--- src/rtl/core/rbst_pkg.sv ---
// ----------------------------------------------------------------------------
// rbst_pkg: shared types and constants
// Types, widths and register indexes for the ray/box slab test core.
// ----------------------------------------------------------------------------
package rbst_pkg;

    localparam int NUM_AXES    = 3;
    localparam int DIR_W       = 16;              // Q1.15 direction
    localparam int DIV_W       = DIR_W + 1;       // divisor magnitude, holds 2^15
    localparam int RECIP_W     = 48;              // signed Q17.31 reciprocal
    localparam int RECIP_SHIFT = 46;              // reciprocal = 2^46 / dir
    localparam int RECIP_LO_W  = RECIP_W / 2;     // low partial-product slice
    localparam int CNT_W       = $clog2(RECIP_SHIFT + 1);
    localparam int CFG_IDX_W   = 3;

    localparam logic [CFG_IDX_W-1:0] CFG_ORIGIN_X = 3'd0;
    localparam logic [CFG_IDX_W-1:0] CFG_ORIGIN_Y = 3'd1;
    localparam logic [CFG_IDX_W-1:0] CFG_ORIGIN_Z = 3'd2;
    localparam logic [CFG_IDX_W-1:0] CFG_DIR_X    = 3'd3;
    localparam logic [CFG_IDX_W-1:0] CFG_DIR_Y    = 3'd4;
    localparam logic [CFG_IDX_W-1:0] CFG_DIR_Z    = 3'd5;

    typedef logic signed [DIR_W-1:0]   t_dir;
    typedef logic signed [RECIP_W-1:0] t_recip;
    typedef t_dir   t_dir_vec   [NUM_AXES];
    typedef t_recip t_recip_vec [NUM_AXES];

endpackage

--- src/rtl/core/rbst_recip.sv ---
// ----------------------------------------------------------------------------
// rbst_recip: direction reciprocal unit
// Restoring divider, one quotient bit per cycle, forms 2^46 / dir for the
// three axes in turn. A zero component divides as +1.
// ----------------------------------------------------------------------------
module rbst_recip (
    input  logic                  i_clk,
    input  logic                  i_rst_n,
    input  logic                  i_start,
    input  rbst_pkg::t_dir_vec    i_dir,
    output logic                  o_busy,
    output rbst_pkg::t_recip_vec  o_recip
);

    typedef enum logic {ST_IDLE, ST_RUN} t_state;

    t_state                             r_state;
    logic [1:0]                         r_axis;
    logic [rbst_pkg::CNT_W-1:0]         r_cnt;
    logic [rbst_pkg::DIR_W-1:0]         r_rem;
    logic [rbst_pkg::RECIP_SHIFT-1:0]   r_quo;
    rbst_pkg::t_recip_vec               r_recip;

    rbst_pkg::t_dir                     d_sel;
    logic                               d_neg;
    logic [rbst_pkg::DIV_W-1:0]         d_ext;
    logic [rbst_pkg::DIV_W-1:0]         d_mag;
    logic [rbst_pkg::DIV_W-1:0]         rem_sh;
    logic                               q_bit;
    logic [rbst_pkg::DIV_W-1:0]         n_rem;
    logic [rbst_pkg::RECIP_SHIFT:0]     n_quo;
    rbst_pkg::t_recip                   rcp_mag;
    rbst_pkg::t_recip                   n_recip;

    always_comb begin
        d_sel  = i_dir[r_axis];
        d_neg  = d_sel[rbst_pkg::DIR_W-1];
        d_ext  = {d_sel[rbst_pkg::DIR_W-1], d_sel};
        d_mag  = d_neg ? (rbst_pkg::DIV_W'(0) - d_ext) : d_ext;
        if (d_sel == '0) begin
            d_mag = rbst_pkg::DIV_W'(1);
        end
        // the dividend is a single one at the top bit
        rem_sh  = {r_rem, (r_cnt == rbst_pkg::CNT_W'(rbst_pkg::RECIP_SHIFT))};
        q_bit   = (rem_sh >= d_mag);
        n_rem   = q_bit ? (rem_sh - d_mag) : rem_sh;
        n_quo   = {r_quo, q_bit};
        rcp_mag = {1'b0, n_quo};
        n_recip = d_neg ? (rbst_pkg::RECIP_W'(0) - rcp_mag) : rcp_mag;
    end

    always_ff @(posedge i_clk) begin
        if (!i_rst_n) begin
            r_state <= ST_RUN;
            r_axis  <= 2'd0;
            r_cnt   <= rbst_pkg::CNT_W'(rbst_pkg::RECIP_SHIFT);
            r_rem   <= '0;
            r_quo   <= '0;
        end else if (i_start) begin
            r_state <= ST_RUN;
            r_axis  <= 2'd0;
            r_cnt   <= rbst_pkg::CNT_W'(rbst_pkg::RECIP_SHIFT);
            r_rem   <= '0;
            r_quo   <= '0;
        end else begin
            case (r_state)
                ST_RUN: begin
                    if (r_cnt == '0) begin
                        r_recip[r_axis] <= n_recip;
                        r_rem           <= '0;
                        r_quo           <= '0;
                        r_cnt           <= rbst_pkg::CNT_W'(rbst_pkg::RECIP_SHIFT);
                        if (r_axis == 2'(rbst_pkg::NUM_AXES - 1)) begin
                            r_state <= ST_IDLE;
                        end else begin
                            r_axis <= r_axis + 2'd1;
                        end
                    end else begin
                        r_rem <= n_rem[rbst_pkg::DIR_W-1:0];
                        r_quo <= n_quo[rbst_pkg::RECIP_SHIFT-1:0];
                        r_cnt <= r_cnt - rbst_pkg::CNT_W'(1);
                    end
                end
                default: begin
                    r_state <= ST_IDLE;
                end
            endcase
        end
    end

    assign o_busy  = (r_state == ST_RUN);
    assign o_recip = r_recip;

endmodule

--- config.mk ---
export PLATFORM = sky130hd
export DESIGN_NAME = rbst_recip
export DESIGN_NICKNAME = d
export VERILOG_FILES = /design/src/rtl/core/rbst_pkg.sv /design/src/rtl/core/rbst_recip.sv
export SDC_FILE = /design/constraint.sdc
export NUM_CORES = 1
export LEC_CHECK = 0
export BUFFER_PORTS_ARGS = -buffer_cell sky130_fd_sc_hd__buf_2
export CAP_MARGIN = 20
export CORE_ASPECT_RATIO = 1.1
export CORE_MARGIN = 5
export CORE_UTILIZATION = 59
export CTS_CLUSTER_DIAMETER = 100
export CTS_CLUSTER_SIZE = 10
export DETAILED_ROUTE_END_ITERATION = 6
export PLACE_DENSITY = 0.85
export SLEW_MARGIN = 20
export SYNTH_ARGS = -nofsm -noshare
export SYNTH_HDL_FRONTEND = slang
export SYNTH_SLANG_ARGS = --single-unit
export TNS_END_PERCENT = 100
--- constraint.sdc ---
create_clock -name i_clk -period 18 [get_ports i_clk]
set_clock_uncertainty 0.05 [all_clocks]
set_input_delay 2.7 -clock i_clk [delete_from_list [all_inputs] [get_ports i_clk]]
set_output_delay 2.7 -clock i_clk [all_outputs]
set_load 0.01 [all_outputs]
* After elaboration in Yosys (flattened, before gate mapping)
Index checks and enable logic that the tools add are counted.
Cells by class: add/subtract/negate cells 5, $lt $le $gt $ge 3, equal/unequal tests 2, multiplexer cells 16, bitwise operators 4, reduce and logical (&&, ||, !) cells 6
Operators with widths (number):
- bitwise mux 144 bit | 1
- demux 48 bit (select 2 bit) | 1
- 2-to-1 mux 48 bit | 2
- 2-to-1 mux 16 bit | 4
- subtractor 1 x 47 -> 48 bit, first input constant | 1
- 2-to-1 mux 46 bit | 1
- 2-to-1 mux 17 bit | 2
- binary-select mux 16 bit (select 2 bit) | 1
- greater-or-equal comparator 17 bit | 1
- subtractor 1 x 16 -> 17 bit, first input constant | 1
- logical NOT 16 bit | 1
- subtractor 16 bit | 1
- == test 6 bit, second input constant | 1
- logical NOT 6 bit | 1
- 2-to-1 mux 6 bit | 1
- subtractor 6 x 1 -> 6 bit, second input constant | 1
- AND reduction 4 bit | 1
- greater-or-equal comparator 3 bit, second input constant | 1
- < comparator 3 x 1 -> 1 bit, second input constant | 1
- 2-to-1 mux 1 bit | 3
- inverter 1 bit | 3
- inverter 2 -> 3 bit | 1
- AND reduction 3 bit | 1
- adder 2 x 1 -> 2 bit, second input constant | 1
- 3 further kinds | 3
Storage, ports and cells: bits in registers 215, input port bits 51, word-level logic and storage cells 44

* Logic depth before layout (Yosys ltp)
depth after elaboration 11, gate-level depth with buffers 25, gate-level depth less buffers 21

* Worst setup path after synthesis
No wires, ideal clock.
path type in2reg, start input i_start, end register r_recip (netlist bit o_recip[0]) (enable), data arrival time 7.673 ns, path slack 9.704 ns, cell stages on the path 3, buffers on the path 1, cells stage by stage nand2b_1 > clkbuf_1 > nor4_1
On the way: longest elaborated chain between the ends 2
Ends and longest elaborated chain:
- start: declaration | RTL line rbst_recip.sv:9 | input logic i_start,
- inverter 1 bit (no line)
- AND reduction 4 bit (no line)
- end signal: indexed assignment | RTL line rbst_recip.sv:69 | r_recip[r_axis] <= n_recip;
- end: declaration | RTL line rbst_recip.sv:22 | rbst_pkg::t_recip_vec r_recip;
No other way between the ends. A chain may end at the register's enable or synchronous reset.

* Worst setup path in the final report
start input i_dir[17] (netlist name), end register r_recip (netlist bit o_recip[124]) (data pin)
On the way: longest elaborated chain between the ends 10, elaborated cells on any way between the ends 11
Ends and longest elaborated chain:
- start: declaration | RTL line rbst_recip.sv:10 | input rbst_pkg::t_dir_vec i_dir,
- binary-select mux 16 bit (select 2 bit) * | RTL line rbst_recip.sv:36 | d_sel = i_dir[r_axis];
- 2-to-1 mux 16 bit (implied by the code) * (2 in a row) | RTL line rbst_recip.sv:36
- subtractor 1 x 16 -> 17 bit | RTL line rbst_recip.sv:39 | d_mag = d_neg ? (rbst_pkg::DIV_W'(0) - d_ext) : d_ext;
- 2-to-1 mux 17 bit | RTL line rbst_recip.sv:39
- 2-to-1 mux 17 bit * | RTL line rbst_recip.sv:40 | if (d_sel == '0) begin
- greater-or-equal comparator 17 bit * | RTL line rbst_recip.sv:45 | q_bit = (rem_sh >= d_mag);
- subtractor 1 x 47 -> 48 bit * | RTL line rbst_recip.sv:49 | n_recip = d_neg ? (rbst_pkg::RECIP_W'(0) - rcp_mag) : rcp_mag;
- 2-to-1 mux 48 bit * | RTL line rbst_recip.sv:49
- net n_recip[28] | RTL line rbst_recip.sv:33 | rbst_pkg::t_recip n_recip;
- bitwise mux 144 bit * | RTL line rbst_recip.sv:69
The timed path passes the listed nets; every way through them passes the cells marked *. The select of a mux whose other input is x is not followed.

==> flow_summary.yaml <==
clock_network:
  clk_latency_ns: 0.51
  tritoncts: "done"
  cts_hold_buf: 0
  ctsRootBufferMaster: "clkbuf_16"
  clock_path_buffers: 3
  h-tree-depth: 1
  post_cts_resized: 0
  clk_pin_slew_ns: 0.05
  cts_buffers: 25
  clock-sinks: 215
  postCtsSetupBuffers: 0
timing:
  rsz0062_at_grt: "false"
  period_needed_ns: 7.917
  setup-tns-final_ns: 0
  drv_slew: 0
  period_share_pct: 43.98
  relSlewSlack_pct: 28.03
  final_hold_viol_count: 0
  tightestPinTransition_ns: 1.076
  final-setup-viol-count: 0
  fmax_mhz: 126.3
synth:
  netlist_area_sq_um: 9733
  ys.warnings.count: 0
  syn-mean-instance-area_sq_um: 11.60
  seq_area_frac_synth_pct: 59.03
  ys.flop_type: "edfxtp_1"
  synth-seq-cells: 215
  synth_cell_types: 56
  async_reset_ff_share_pct: 0
  netlist_instances: 839
  synth-edff-count: 144
  synthesis.nets: 915
route:
  num_vias: 7367
  wl_met1_microns: 9170
  finalWirelength_microns: 22910
  via_per_inst: 5.917
  drc: 0
  drt_iter0_markers: 553
  wl_per_cell_microns: 18.40
  wl_met2_microns: 11610
  highest_layer: "met4"
  wl_met3_microns: 1659
  firstDrtPassIters: 5
  ant_nets: 0
setup_path:
  critPathMaxStageDelay_ns: 0.58
  cp_num_buf_inv: 2
  crit_start: "i_dir[17]"
  crit_arrival_ns: 8.16
  crit_top_cell: "ha_1"
  regToRegStartpoint: "r_axis[0]$_SDFFE_PN0P_"
  worstPathRequired_ns: 18.24
  endpoint_kind: "flip-flop"
  cp_top_family: "simple AND/OR/NAND/NOR gates"
  cp_max_fo: 27
  critical_path_class: "input port to flip-flop"
  cpMaxStageDelayCell: "nor4_4"
  path_cells: "buf_2 -> mux2_2 -> a22oi_1 -> ha_1 -> and3_1 -> and2_1 -> nand2_1 -> a22oi_1 -> ha_1 -> nor2b_1 -> o21bai_1 -> a21oi_1 -> or2_2 -> o21a_1 -> clkinv_1 -> ha_1 -> nand2b_1 -> nor4_4 -> nand3_1 -> nor2_1 -> a21oi_1 -> xor2_1"
  start_kind: "input port"
floorplanning:
  die_area_sq_um: 19170
  die_x_microns: 132.5
  initial_core_util_pct: 59.68
  fp-row-count: 49
  die_y_microns: 144.7
  core_area_sq_um: 16310
  io_pins: 196
grt:
  grt-ovfl-total: 0
  grt_usage_pct: 22.99
  antenna_found_initial: 0
  grt_pass1_wl_microns: 36120
  grt_pass1_vias: 7125
  grt_max_degree: 108
placement:
  place_congestion: 0.9474
  place_area_sq_um: 10860
  port_buffers: 195
  place_hpwl_microns: 15370
finish:
  area_growth_pct: 18.91
  n_antenna_cell: 0
  finalInstanceArea_sq_um: 11570
  layout_common_cells: "195 x buf_2, 144 x edfxtp_1, 83 x a21oi_1, 70 x dfxtp_1, 57 x nand3_1"
  drive_gt1_share_pct: 24.11
  layout_commonest_cell: "buf_2"
  nFillCells: 1200
  nNetsFinal: 1098
power_and_ir_drop:
  leakagePower_nw: 4.485
  powerDensity_nw_per_um2: 86.86
  vdd_ir_drop_max_mv: 0.05396
flow_run:
  cap_violations: 0
hold_path:
  min_from: "r_rem[2]$_SDFFE_PN0P_"
  hp-class: "flip-flop to flip-flop"
outcome:
  status: "completed"
power breakdown:
group	internal (mW)	total, mW	switching (mW)
Combinational	0.0182	0.0432	0.0250
Clock	0.260	0.440	0.180
Sequential	0.521	0.522	0.000645
Total	0.800	1.01	0.205
kinds of logic (layout without fill, tap and decap cells):
family / Yosys count / in the layout / share of synthesized area [%]
AO/OA/AOI/OAI: 190 / 190 / 11.89
multiplexers: 25 / 25 / 2.597
AND/OR/NAND/NOR: 246 / 246 / 13.92
XOR/XNOR: 74 / 74 / 6.659
other: 1 / 1 / 0.03853
adder cells (fa/ha/maj): 25 / 25 / 3.291
flip-flops: 215 / 215 / 59.03
buffers and inverters: 63 / 265 / 2.571
sequential cells by signal, indices dropped and copies added (netlist names):
name and cells:
o_busy 1, o_recip 144, r_axis 2, r_cnt 6
r_quo 46, r_rem 16
path summary, 6_finish.rpt:
path,endpoint,slack (ns),cells after the start
worst max-delay path,o_recip[124]$_DFFE_PP_,10.08,22
worst max register to register,o_recip[124]$_DFFE_PP_,11.14,21
worst min-delay path,r_rem[2]$_SDFFE_PN0P_,0.44,2
worst min register to register,r_rem[2]$_SDFFE_PN0P_,0.44,2
metrics by stage:
| stage | hold WS (ns) | total power [mW] | cells | worst slack, ns | utilization [%] |
|---|---|---|---|---|---|
| after floorplan | 0.4026 | 0.5615 | 839 | 9.704 | - |
| after global placement | 0.4287 | 0.5740 | 1199 | 9.928 | 66.58 |
| after detailed placement | 0.4397 | 0.5748 | 1199 | 9.713 | 66.58 |
| after CTS | 0.4471 | 1.014 | 1245 | 10.24 | 70.95 |
| after global routing | 0.4650 | 1.040 | 1245 | 9.674 | 70.97 |
| final | 0.4424 | 1.005 | 1245 | 10.08 | 70.97 |
routing by layer:
| layer | track usage (%) | vias to the layer above |
|---|---|---|
| li1 | - | 3466 |
| met1 | 29.27 | 3516 |
| met2 | 40.82 | 337 |
| met3 | 3.734 | 48 |
| met4 | 7.276 | 0 |
| met5 | 0 | - |
cell type report:
class	count	area (sq um)	share of cell area, %
inverter	16	60.06	0.5189
tap	204	255.2	2.205
clock inverter	2	16.27	0.1405
sequential	215	5747	49.65
clock buffer	44	696.9	6.022
multi-input combinational	561	3762	32.51
timing repair buffer	203	1036	8.951
cells in the mapped netlist, drive strengths merged (5+ instances only):
cell     number  area, sq um
a21o          8        60.06
inv          15        56.30
nor2b         6        37.54
nand4         8        50.05
nor3         17        85.08
xor2         34        297.8
nand2        34        130.1
a31oi        17        106.4
edfxtp      144         4324
o31ai         5        42.54
and3          7        43.79
nor2         33        123.9
o21ai        38        190.2
a32oi         6        52.55
o2bb2ai       8        70.07
a21oi        85        429.2
nand3        57        285.3
o41ai         8        85.08
buf          16        73.82
or4           8        63.81
ha           24        300.3
xnor2        40        350.3
dfxtp        71         1421
mux2i        23        230.2
clkbuf       31        116.4
nor4          8        71.32
nand2b       52        325.3
worst register-to-register path, cell delays in order, from the launching register on:
cell,delay (ns)
dfxtp_1,0.99
nor2b_2,0.36
a22oi_1,0.45
ha_1,0.26
and3_1,0.22
and2_1,0.18
nand2_1,0.08
a22oi_1,0.29
ha_1,0.31
nor2b_1,0.15
o21bai_1,0.18
a21oi_1,0.13
or2_2,0.30
o21a_1,0.20
clkinv_1,0.47
ha_1,0.29
nand2b_1,0.14
nor4_4,0.58
nand3_1,0.15
nor2_1,0.35
a21oi_1,0.16
xor2_1,0.34
(Power assumes the default switching activity.)
